--- src/rtl/core/scb_pkg.sv ---
// shared types and constants for the sprite collision bitmap block
// holds the request codes, the control struct between pipeline stages and store sizing helpers
// no dependencies
`default_nettype none

package scb_pkg;

    localparam int MAP_WIDTH_DEF   = 600;
    localparam int MAP_HEIGHT_DEF  = 240;
    localparam int NUM_BITMAPS_DEF = 3;

    // bitmap store word, one read-modify-write per transaction
    localparam int WORD_BITS = 64;
    localparam int BIT_W     = $clog2(WORD_BITS);

    typedef enum logic [1:0] {
        REQ_TEST  = 2'd0,
        REQ_MARK  = 2'd1,
        REQ_SET   = 2'd2,
        REQ_CLEAR = 2'd3
    } req_t;

    typedef struct packed {
        logic valid;
        req_t req;
        logic in_map;
        logic opaque;
        logic last;
    } pix_ctrl_t;

    // each map row starts on a fresh word
    function automatic int words_per_row(input int map_width);
        return (map_width + WORD_BITS - 1) / WORD_BITS;
    endfunction

    function automatic int store_depth(input int map_width, input int map_height,
                                       input int num_bitmaps);
        return num_bitmaps * map_height * words_per_row(map_width);
    endfunction

endpackage

`default_nettype wire

--- src/rtl/core/scb_locate.sv ---
// pixel locate stages: map position, clipping and store word address
// depends on scb_pkg
`default_nettype none

module scb_locate #(
    parameter int MAP_WIDTH   = scb_pkg::MAP_WIDTH_DEF,
    parameter int MAP_HEIGHT  = scb_pkg::MAP_HEIGHT_DEF,
    parameter int NUM_BITMAPS = scb_pkg::NUM_BITMAPS_DEF,
    localparam int ADDR_W = $clog2(scb_pkg::store_depth(MAP_WIDTH, MAP_HEIGHT, NUM_BITMAPS))
) (
    input  wire logic                     clk,
    input  wire logic                     rst_n,
    input  wire logic                     adv,
    input  wire logic                     in_take,
    input  wire logic [1:0]               req_type,
    input  wire logic [1:0]               bitmap_select,
    input  wire logic signed [10:0]       origin_x,
    input  wire logic signed [10:0]       origin_y,
    input  wire logic [7:0]               col,
    input  wire logic [7:0]               row,
    input  wire logic [15:0]              pixel,
    input  wire logic                     last,
    output scb_pkg::pix_ctrl_t            s2_ctrl,
    output logic [ADDR_W-1:0]             s2_addr,
    output logic [scb_pkg::BIT_W-1:0]     s2_bit
);
    import scb_pkg::*;

    localparam int WPR         = words_per_row(MAP_WIDTH);
    localparam logic [ADDR_W-1:0] WPR_A   = ADDR_W'(WPR);
    localparam logic [ADDR_W-1:0] PLANE_A = ADDR_W'(MAP_HEIGHT * WPR);

    logic        s1_valid_reg;
    req_t        s1_req_reg;
    logic [1:0]  s1_sel_reg;
    logic [11:0] s1_px_reg;
    logic [11:0] s1_py_reg;
    logic        s1_opaque_reg;
    logic        s1_last_reg;

    pix_ctrl_t           s2_ctrl_reg;
    logic [ADDR_W-1:0]   s2_addr_reg;
    logic [BIT_W-1:0]    s2_bit_reg;

    logic [11:0]         px_sum;
    logic [11:0]         py_sum;
    logic                sel_ok;
    logic                x_ok;
    logic                y_ok;
    logic [10:0]         word_col;
    logic [ADDR_W-1:0]   addr_calc;

    // two's complement sums, sign bit kept in bit 11
    assign px_sum = {origin_x[10], origin_x} + {4'b0000, col};
    assign py_sum = {origin_y[10], origin_y} + {4'b0000, row};

    assign sel_ok   = {1'b0, s1_sel_reg} < 3'(NUM_BITMAPS);
    assign x_ok     = !s1_px_reg[11] && (s1_px_reg < 12'(MAP_WIDTH));
    assign y_ok     = !s1_py_reg[11] && (s1_py_reg < 12'(MAP_HEIGHT));
    assign word_col = s1_px_reg[10:0] >> BIT_W;
    assign addr_calc = ADDR_W'(s1_sel_reg) * PLANE_A
                     + ADDR_W'(s1_py_reg[9:0]) * WPR_A
                     + ADDR_W'(word_col);

    always_ff @(posedge clk or negedge rst_n)
    begin
        if (!rst_n)
        begin
            s1_valid_reg <= 1'b0;
            s2_ctrl_reg  <= '0;
        end
        else if (adv)
        begin
            s1_valid_reg       <= in_take;
            s2_ctrl_reg.valid  <= s1_valid_reg;
            s2_ctrl_reg.req    <= s1_req_reg;
            s2_ctrl_reg.in_map <= sel_ok && x_ok && y_ok;
            s2_ctrl_reg.opaque <= s1_opaque_reg;
            s2_ctrl_reg.last   <= s1_last_reg;
        end
    end

    always_ff @(posedge clk)
    begin
        if (adv)
        begin
            s1_req_reg    <= req_t'(req_type);
            s1_sel_reg    <= bitmap_select;
            s1_px_reg     <= px_sum;
            s1_py_reg     <= py_sum;
            s1_opaque_reg <= pixel != 16'd0;
            s1_last_reg   <= last;

            s2_addr_reg   <= addr_calc;
            s2_bit_reg    <= s1_px_reg[BIT_W-1:0];
        end
    end

    assign s2_ctrl = s2_ctrl_reg;
    assign s2_addr = s2_addr_reg;
    assign s2_bit  = s2_bit_reg;

endmodule

`default_nettype wire

--- config.mk ---
export PLATFORM = sky130hd
export DESIGN_NAME = scb_locate
export DESIGN_NICKNAME = d
export VERILOG_FILES = /design/src/rtl/core/scb_pkg.sv /design/src/rtl/core/scb_locate.sv
export SDC_FILE = /design/constraint.sdc
export NUM_CORES = 1
export LEC_CHECK = 0
export BUFFER_PORTS_ARGS = -buffer_cell sky130_fd_sc_hd__buf_2
export CORE_MARGIN = 2
export CORE_UTILIZATION = 53
export DETAILED_ROUTE_END_ITERATION = 10
export PLACE_DENSITY = 0.8
export REMOVE_ABC_BUFFERS = 1
export SLEW_MARGIN = 20
export SYNTH_ARGS = -nofsm -noshare
export SYNTH_HDL_FRONTEND = slang
export SYNTH_SLANG_ARGS = --single-unit
export TNS_END_PERCENT = 100
--- constraint.sdc ---
create_clock -name clk -period 3.25 [get_ports clk]
set_clock_uncertainty 0.05 [all_clocks]
set_input_delay 0 -clock clk [delete_from_list [all_inputs] [get_ports clk]]
set_output_delay 0 -clock clk [all_outputs]
set_load 0.1 [all_outputs]
==> impl_results.md, run 1 <==
- Rows: 29
- Worst EP required: 3.39 ns
- FFs w/ async S/R, synth: 12.50%
- Syn Inst Count: 293
- R2R depth: 12
- Hold Slack: 0.08267 ns
- CP cell instances: ha_4 -> ha_4 -> inv_2 -> fa_2 -> nor2b_1 -> o21a_1 -> nor2_1 -> xnor2_1 -> ha_2 -> o41a_1 -> or4_4 -> nand4_1
- RR Endpoint: s2_addr[11]
- Root buf cell: clkbuf_8
- Setup CP Type: reg -> reg
- Hold Path Class: in -> reg
- Slew @ Worst Pin: 0.5292 ns
- First-pass GRT wire length: 10.49 mm
- DRT Pass-1 Iters: 4
- Largest register FFs: 13
- Flop-to-flop setup slack: 0.09 ns
- Core area: 0.006350 sq mm
- Layout Cells excl Fill: 489
- Dpl hpwl: 4.868 mm
- Relative slew slack: 64.26%
- Buffers on Ports: 87
- RSZ-0062 raised after global routing: true
- Hold path depth: 3
- Net count, final: 525
- Gr busiest metal: met2
- WL per Instance: 12.81 um
- Placed Cells incl. Taps: 458
- Final Total Pwr: 0.003319 W
- Power per cell area: 751.6 mW/mm^2
- Crit path DAT: 3.30 ns
- Max FO, Critical Path: 3
- Max-cap violations: 0
- Critical path launch point type: register
- Min Tclk post-route: 3.161 ns
- Die Wd: 85.01 um
- Fillers: 480
- Clock Latency Late Sink: 0.31 ns
- Footprint of the multi-input gates: 0.001817 sq mm
- Tcrit/Tclk final: 97.25%
- Antenna viol nets, final: 0
- Synth Flop Type: edfxtp_1
- Max-slew violation count: 0
- Status: complete, no violations
- Largest net degree at the start of global routing: 33
- Area leader, netlist: edfxtp_1
- CTS tree: done
- Synthesized cell area: 0.003478 sq mm
- Worst path slowest cell: edfxtp_1
- Crit end category: register
- Hold Fails Final Rpt: 0
- Met2 GRT Util: 32.24%
- Tot GR Track Use: 18.00%
- DRC viols: 0
- CTS Buffer Depth: 2
- Register area share after synthesis: 47.34%
- Final setup vio count: 0
- GPL Wtd Cong: 0.8294
- Hold path start: row[7]
- Initial Utilization: 54.78%
- Top-area cell type share of the netlist area: 42.30%
- FF/Latch Area: 0.001647 sq mm
- Worst-path clk slew: 0.10 ns
- Met1 Use GR: 21.39%
- Clock sink count: 56
- Final instance area: 0.004415 sq mm
- Post-DP Area: 0.004021 sq mm
- Top delay family on crit path: adder cells
- Vias: 2531
- DIE AREA: 0.007227 sq mm
- H-tree depth: 2
- Vias in the first global route: 2466
- Most frequent CP cell: ha_4
- Post-synth EDFFs: 49
- Met3 usage: 2.529%
- Congestion Overflow GR: 0
- Synthesis-to-layout area growth: 26.94%
- IO Pins: 88
- Post-synth cell types: 41
- Syn avg cell area: 11.87 sq um
- Synth area leaders: edfxtp_1 (42%), ha_1 (17%), xnor2_1 (7.6%)
- Max Clock Freq: 316.4 MHz
- FF+latch count, synth: 56
- WHS Endpoint: s1_py_reg[7]
- Post-Route WL: 6.265 mm
- ANT cells: 0
- Peak supply drop: 0.6821 mV
- Layout cells sized above 1: 29.37%
- Warnings, synthesis: 0
- Pre-CTS setup slack: 0.06185 ns
- Critical Path Max Stage Delay: 0.47 ns
- Worst setup margin: 0.08932 ns
- DRT iter0 DRCs: 65
- Vias per inst: 5.176
- Leakage: 1.927 nW
- WP buf/inv: 1
- Initial antenna violation count: 0
- Critical R2R Launch: s1_py_reg[1]
- Vert. Die Dim: 85.01 um
- Num CTS Buffers: 5
-- cells in the final DEF, fill, tap and decap left out, types with 2 or more instances in the layout --
master / count
buf_2: 87
edfxtp_1: 49
ha_1: 44
xnor2_1: 30
nor2_1: 22
inv_1: 21
dlygate4sd3_1: 21
a21oi_1: 15
nor2b_1: 12
nand2_1: 8
dfrtp_1: 7
o21ai_1: 6
nand2b_1: 6
nor4_1: 6
mux2_2: 6
o21a_1: 5
nand4_1: 5
o21ai_0: 5
clkbuf_8: 5
xor2_1: 4
buf_4: 4
a21o_1: 3
nor3_1: 3
fa_1: 3
o41ai_2: 2
nor2b_4: 2
o21ai_2: 2
a21oi_2: 2
o211ai_1: 2
a31oi_1: 2
ha_4: 2
inv_6: 2
-- where the power goes --
group / switching, W / internal [W]
combinational: 0.00122 / 0.000649
sequential: 0.0000495 / 0.000992
clock: 0.000240 / 0.000163
-- per-layer routing --
| metal | up-vias | share of wire (%) |
|---|---|---|
| met5 | - | 0 |
| met4 | 0 | 2.6 |
| met3 | 13 | 3.8 |
| met2 | 68 | 51 |
| met1 | 1150 | 42 |
| li1 | 1300 | - |
-- layout make-up --
| type | count | share of cell area, % |
|---|---|---|
| Clock buffer | 5 | 1.559 |
| Clock inverter | 3 | 0.6517 |
| Inverter | 22 | 1.870 |
| Multi-Input combinational cell | 214 | 41.14 |
| Sequential cell | 56 | 37.29 |
| Tap cell | 77 | 2.182 |
| Timing Repair Buffer | 112 | 15.30 |
-- timing repair --
item,CTS,global route
hold buffers,21,0
hold endpoints to repair,24,0
gates resized for setup,0,17
setup buffers,0,2
setup endpoints to repair,0,3
-- kinds of logic after synthesis --
family                     synth area share, %
and+or+nand+nor                          10.68
DFF                                      47.34
AOI/OAI and AO/OA                        9.785
adders and majority gates                19.21
xor gates and xnor gates                 8.561
buffers and inverters                    2.482
muxes                                    1.942
-- worst register-to-register path, cell delays in order, from the launching register on --
cell      delay [ns]
edfxtp_1        0.47
ha_4            0.32
ha_4            0.13
inv_2           0.03
fa_2            0.34
nor2b_1         0.14
o21a_1          0.16
nor2_1          0.05
xnor2_1         0.14
ha_2            0.21
o41a_1          0.47
or4_4           0.43
nand4_1         0.10
-- worst max path at each step --
stage	from	to	slack, ns	depth (start not counted)
floorplan	s1_py_reg[1]	s2_addr[11]	0.28	12
global placement	s1_py_reg[1]	s2_addr[10]	0.18	14
detailed placement	s1_py_reg[1]	s2_addr[11]	0.06	12
CTS	s1_py_reg[1]	s2_addr[11]	0.05	12
global route	s1_py_reg[1]	s2_addr[11]	-0.09	14
finish	s1_py_reg[1]	s2_addr[11]	0.09	12
-- synthesized netlist by cell type, drive strengths merged (2+ instances only) --
library cell,number
mux2,6
nor2b,14
edfxtp,49
o21a,5
nor3,3
nand2b,6
inv,22
a21oi,17
ha,47
fa,4
nand2,8
nor4,6
a31oi,2
xnor2,30
a21o,3
nor2,22
a21boi,2
o21ai,13
o211ai,2
nand4,5
dfrtp,7
o41ai,3
xor2,4
-- metrics by stage --
step / utilization [%] / setup TNS, ns
2_1_floorplan: - / 0
3_3_place_gp: 63.33 / 0
3_5_place_dp: 63.33 / 0
4_1_cts: 68.18 / 0
5_1_grt: 69.54 / -0.2278
6_report: 69.54 / 0
(Power assumes the default switching activity.)
==> inputs of run 2 (changes only) <==
- CORE_UTILIZATION: 53 -> 54
- CTS_CLUSTER_DIAMETER: unset -> 120
- PLACE_DENSITY: 0.8 -> 0.81
- clock period: 3.25 -> 3.6 ns (I/O delays scaled with it)
==> run 2 against run 1 <==
Final cell count down 0.82%. Utilization decreased by 0.97 points. Sequential power down 9.7%. Global-route usage is 0.056 points lower. Combinational power fell by 16%. Design area fell by 2.5%. Clock power down 17%. Non-clock buffer count fell by 4. Via count shrank 0.24%. Sequential cell count unchanged. Die area decreased by 1.8%. Setup slack gained 0.28 ns.
==> impl_results.md, run 2 (synthesized netlist as in run 1, its figures left out) <==
- Status: complete, no violations
- Peak supply drop: 0.5544 mV
- Post-cts repair resize count: 0
- CTS Buffer Depth: 2
- Met1 WL: 2.559 mm
- ANT cells: 0
- H-tree depth: 2
- Buffers on Ports: 87
- Layout cells sized above 1: 25.74%
- Net count, final: 521
- Hold Slack: 0.008179 ns
- Dpl hpwl: 4.850 mm
- Hold Fails Final Rpt: 0
- Max Clock Freq: 309.9 MHz
- Critical Path Max Stage Delay: 0.47 ns
- TNS Setup: 0 ns
- Most frequent cells in the layout: buf_2 (87), edfxtp_1 (49), ha_1 (47)
- Met3 WL: 207 um
- Pre-CTS setup slack: 0.4044 ns
- DIE AREA: 0.007100 sq mm
- Post-Route WL: 6.018 mm
- Post-CTS Setup Bufs: 0
- Vert. Die Dim: 84.26 um
- Tcrit/Tclk final: 89.64%
- CP cell instances: ha_1 -> ha_1 -> a21o_1 -> a21oi_1 -> o21ai_1 -> o41ai_1 -> xnor2_1 -> ha_1 -> inv_1 -> or4_1 -> nand4_1
- WL per Instance: 12.41 um
- Worst-path clk slew: 0.10 ns
- Vias: 2525
- Commonest non-fill, non-tap cell in the layout: buf_2
- Worst path slowest cell: or4_1
- Antenna viol nets, final: 0
- Crit end category: register
- Routed wl met2: 3.100 mm
- Min Tclk post-route: 3.227 ns
- Tot GR Track Use: 17.95%
- Max FO, Critical Path: 5
- Final setup vio count: 0
- Max-cap violations: 0
- Most frequent CP cell: ha_1
- RSZ-0062 raised after global routing: false
- Hold buffers post-CTS: 20
- Vias in the first global route: 2557
- Max layer used: met4
- Largest net degree at the start of global routing: 30
- Hold Path Class: in -> async
- R2R depth: 11
- DRT Pass-1 Iters: 4
- Relative slew slack: 61.61%
- Synthesis-to-layout area growth: 23.74%
- Flop-to-flop setup slack: 0.37 ns
- Die Wd: 84.26 um
- Final Total Pwr: 0.002845 W
- Clock sink count: 56
- Worst setup margin: 0.3729 ns
- Vias per inst: 5.206
- Leakage: 1.886 nW
- Congestion Overflow GR: 0
- Initial Utilization: 55.41%
- Num CTS Buffers: 5
- Largest register FFs: 13
- First-pass GRT wire length: 10.52 mm
- Max-slew violation count: 0
- Critical path launch point type: register
- IO Pins: 88
- Root buf cell: clkbuf_8
- GPL Wtd Cong: 0.8352
- Power per cell area: 661.0 mW/mm^2
- Setup CP Type: reg -> reg
- Crit path DAT: 3.35 ns
- CTS tree: done
- Initial antenna violation count: 0
- DRC viols: 0
- Rows: 29
- Slew @ Worst Pin: 0.5758 ns
- Clock Latency Late Sink: 0.30 ns
- DRT iter0 DRCs: 81
- Core area: 0.006277 sq mm
- Worst EP required: 3.72 ns
-- run 2: cell count changes in the layout (fill, tap and decap cells not counted), moves of 2 or more --
cell,delta
a21oi_1,+2
a21oi_2,-2
buf_4,-3
ha_1,+3
ha_4,-2
-- run 2: cell type report --
class | instances | area [sq um]
tap | 77 | 96.34
clock inverter | 3 | 21.27
multi-input combinational | 214 | 1745
timing repair buffer | 108 | 643.1
clock buffer | 5 | 68.82
inverter | 22 | 82.58
sequential | 56 | 1647
fill | 473 | 1973
-- run 2: worst max-delay path: cells and delay by family (launching register included) --
family / cells / cell delay (ns)
buffers and inverters: 1 / 0.09
adders and majority gates: 3 / 0.98
AOI/OAI and AO/OA: 4 / 0.88
and+or+nand+nor: 2 / 0.56
DFF: 1 / 0.43
xor gates and xnor gates: 1 / 0.11
-- run 2: final timing paths --
path / from / endpoint
max in group asynchronous: rst_n / s2_ctrl[2]
worst min register to register: s1_px_reg[1] / s2_bit[1]
min in group clk: col[5] / s1_px_reg[5]
worst min-delay path: rst_n / s2_ctrl[1]
worst max register to register: s1_py_reg[2] / s2_addr[11]
worst max-delay path: s1_py_reg[2] / s2_addr[11]
-- run 2: layer usage --
metal  global-route usage [%]  up-vias
met5                        0        -
met4                    7.625        0
met3                    3.343       12
met2                    32.90       56
met1                    20.36     1164
li1                         -     1293
-- run 2: through the flow --
step                      area, sq um  util (%)  instances
final                            4304     68.57        485
after global routing             4304     68.57        485
after CTS                        4304     68.57        485
after detailed placement         4014     63.94        457
after global placement           4014     63.94        457
after floorplan                  3475         -        292
-- run 2: where the power goes --
group	internal [W]	total, W	leakage, nW	switching [W]
clock	0.000138	0.000333	0.0445	0.000195
sequential	0.000896	0.000939	0.564	0.0000428
combinational	0.000513	0.00157	1.28	0.00106
total	0.00155	0.00284	1.89	0.00130
==> inputs of run 3 (changes only) <==
- BUFFER_PORTS_ARGS: -buffer_cell sky130_fd_sc_hd__buf_2 -> unset
- CORE_UTILIZATION: 54 -> 64
- DONT_BUFFER_PORTS: unset -> 1
- PLACE_DENSITY: 0.81 -> 0.8
==> run 3 against run 2 <==
Design area is 8.5% lower. Final cell count is 18% lower. Combinational power is 41% lower. Power is 2.4% lower. Critical path depth is 3 higher. Sequential cell count stayed put. Non-clock buffer count is 81 lower. Register-to-register slack worse by 0.05 ns. Routed wire length is 2.1% lower. Setup slack worse by 0.052 ns. First-iteration DRC count is 15% higher.
==> impl_results.md, run 3 (synthesized netlist as in run 1, its figures left out) <==
- Vias: 2260
- Antenna viol nets, final: 0
- Vias per inst: 5.693
- Clock sink count: 56
- Commonest non-fill, non-tap cell in the layout: edfxtp_1
- Placed Cells incl. Taps: 362
- Vert. Die Dim: 77.72 um
- CP cell instances: ha_1 -> ha_1 -> inv_1 -> fa_1 -> nor2b_1 -> o21a_1 -> nor2_1 -> xnor2_1 -> ha_1 -> a21oi_1 -> a21boi_0 -> a41oi_1 -> nor2b_1 -> xnor2_1
- Die Wd: 77.72 um
- Leakage: 1.576 nW
- Max FO, Critical Path: 5
- Max Clock Freq: 304.9 MHz
- Layout cells sized above 1: 5.199%
- Net count, final: 440
- Min Tclk post-route: 3.279 ns
- Power per cell area: 705.5 mW/mm^2
- Slew @ Worst Pin: 0.9142 ns
- Initial Utilization: 67.25%
- Hold Fails Final Rpt: 0
- Initial antenna violation count: 0
- Vias in the first global route: 2257
- TNS Setup: 0 ns
- WP buf/inv: 1
- Util after Layout: 76.10%
- H-tree depth: 2
- Most frequent cells in the layout: edfxtp_1 (49), ha_1 (47), xnor2_1 (30)
- Crit path DAT: 3.29 ns
- Largest register FFs: 13
- DRT iter0 DRCs: 93
- IO Pins: 88
- Layout Cells excl Fill: 397
- First-pass GRT wire length: 9.501 mm
- Critical Path Max Stage Delay: 0.43 ns
- Core area: 0.005172 sq mm
- Rows: 26
- DRC viols: 0
- Tcrit/Tclk final: 91.09%
- Buffers on Ports: 0
- Max-slew violation count: 0
- Top delay family on crit path: adder cells
- Largest net degree at the start of global routing: 57
- GPL Wtd Cong: 0.8080
- Post-Route WL: 5.894 mm
- Max-cap violations: 0
- Relative slew slack: 39.18%
- Worst path slowest cell: edfxtp_1
- DRT Pass-1 Iters: 4
- Status: complete, no violations
- ANT cells: 0
- Worst EP required: 3.61 ns
- Most frequent CP cell: ha_1
- Peak supply drop: 0.3940 mV
- WL per Instance: 14.85 um
- Critical path launch point type: register
- Synthesis-to-layout area growth: 13.17%
- Dpl hpwl: 4.234 mm
- CTS tree: done
- CTS Buffer Depth: 2
- DIE AREA: 0.006040 sq mm
- Setup CP Type: reg -> reg
- Congestion Overflow GR: 0
- Clock Latency Late Sink: 0.30 ns
- Tot GR Track Use: 19.79%
- Crit end category: register
- Root buf cell: clkbuf_8
- Final setup vio count: 0
- Post-cts repair resize count: 0
- Final Total Pwr: 0.002777 W
- Post-CTS Setup Bufs: 0
- RSZ-0062 raised after global routing: false
- Worst-path clk slew: 0.10 ns
- Hold Path Class: in -> reg
- Num CTS Buffers: 5
[run 3: cell types whose count changed in the layout (fill, tap and decap cells not counted)]
| cell | previous run | this run |
|---|---|---|
| buf_2 | 87 | 0 |
| clkbuf_1 | 0 | 1 |
| buf_16 | 0 | 1 |
| clkinvlp_4 | 1 | 0 |
| dlygate4sd3_1 | 20 | 26 |
| buf_4 | 1 | 0 |
[run 3: layer usage]
metal / track usage, % / share of wire [%]
met5: 0 / 0
met4: 6.429 / 1.0
met3: 3.488 / 4.2
met1: 21.85 / 42
met2: 37.93 / 53
[run 3: power by group]
part	leakage (nW)	total (W)	internal, W	switching (W)
logic	0.967	0.000926	0.000452	0.000474
clock network	0.0456	0.000334	0.000139	0.000195
registers	0.564	0.00152	0.000902	0.000615
[run 3: what timing repair did]
action	in CTS	in global routing
hold buffers	26	1
endpoints found under the hold margin	80	1
endpoints found under the setup margin	0	0
[run 3: path summary, 6_finish.rpt]
path                               from      endpoint  slack (ns)  cells past startpoint
min in group asynchronous         rst_n    s2_ctrl[1]        0.50                      2
hold reg to reg            s1_px_reg[0]     s2_bit[0]        0.37                      0
max in group asynchronous         rst_n  s1_valid_reg        2.77                      2
setup / recovery           s1_py_reg[1]   s2_addr[10]        0.32                     14
setup reg to reg           s1_py_reg[1]   s2_addr[10]        0.32                     14
hold / removal              origin_y[5]  s1_py_reg[5]       0.004                      2
[run 3: worst reg2reg max path, delay by kind of cell, from the launching register on]
kind	cells	cell delay, ns
fa+ha+maj	4	1.21
compound gates	4	0.69
flops	1	0.43
simple gates	3	0.41
xor+xnor	2	0.19
buf+inv	1	0.06
[run 3: area by class of cell]
class / instances / area [sq um]
Multi-Input combinational cell: 214 / 1745
Sequential cell: 56 / 1647
Fill cell: 331 / 1236
Timing Repair Buffer: 27 / 287.8
Tap cell: 70 / 87.58
Inverter: 22 / 82.58
Clock buffer: 6 / 72.57
Clock inverter: 2 / 13.76
[run 3: per-stage QoR]
step	setup WS, ns	hold slack, ns	cell area (sq um)
finish	0.3207	0.003736	3936
global route	0.1592	0.005005	3936
CTS	0.3841	0.003415	3926
detailed placement	0.3953	-0.3454	3562
global placement	0.5341	-0.3455	3562
floorplan	0.6290	-0.3456	3475
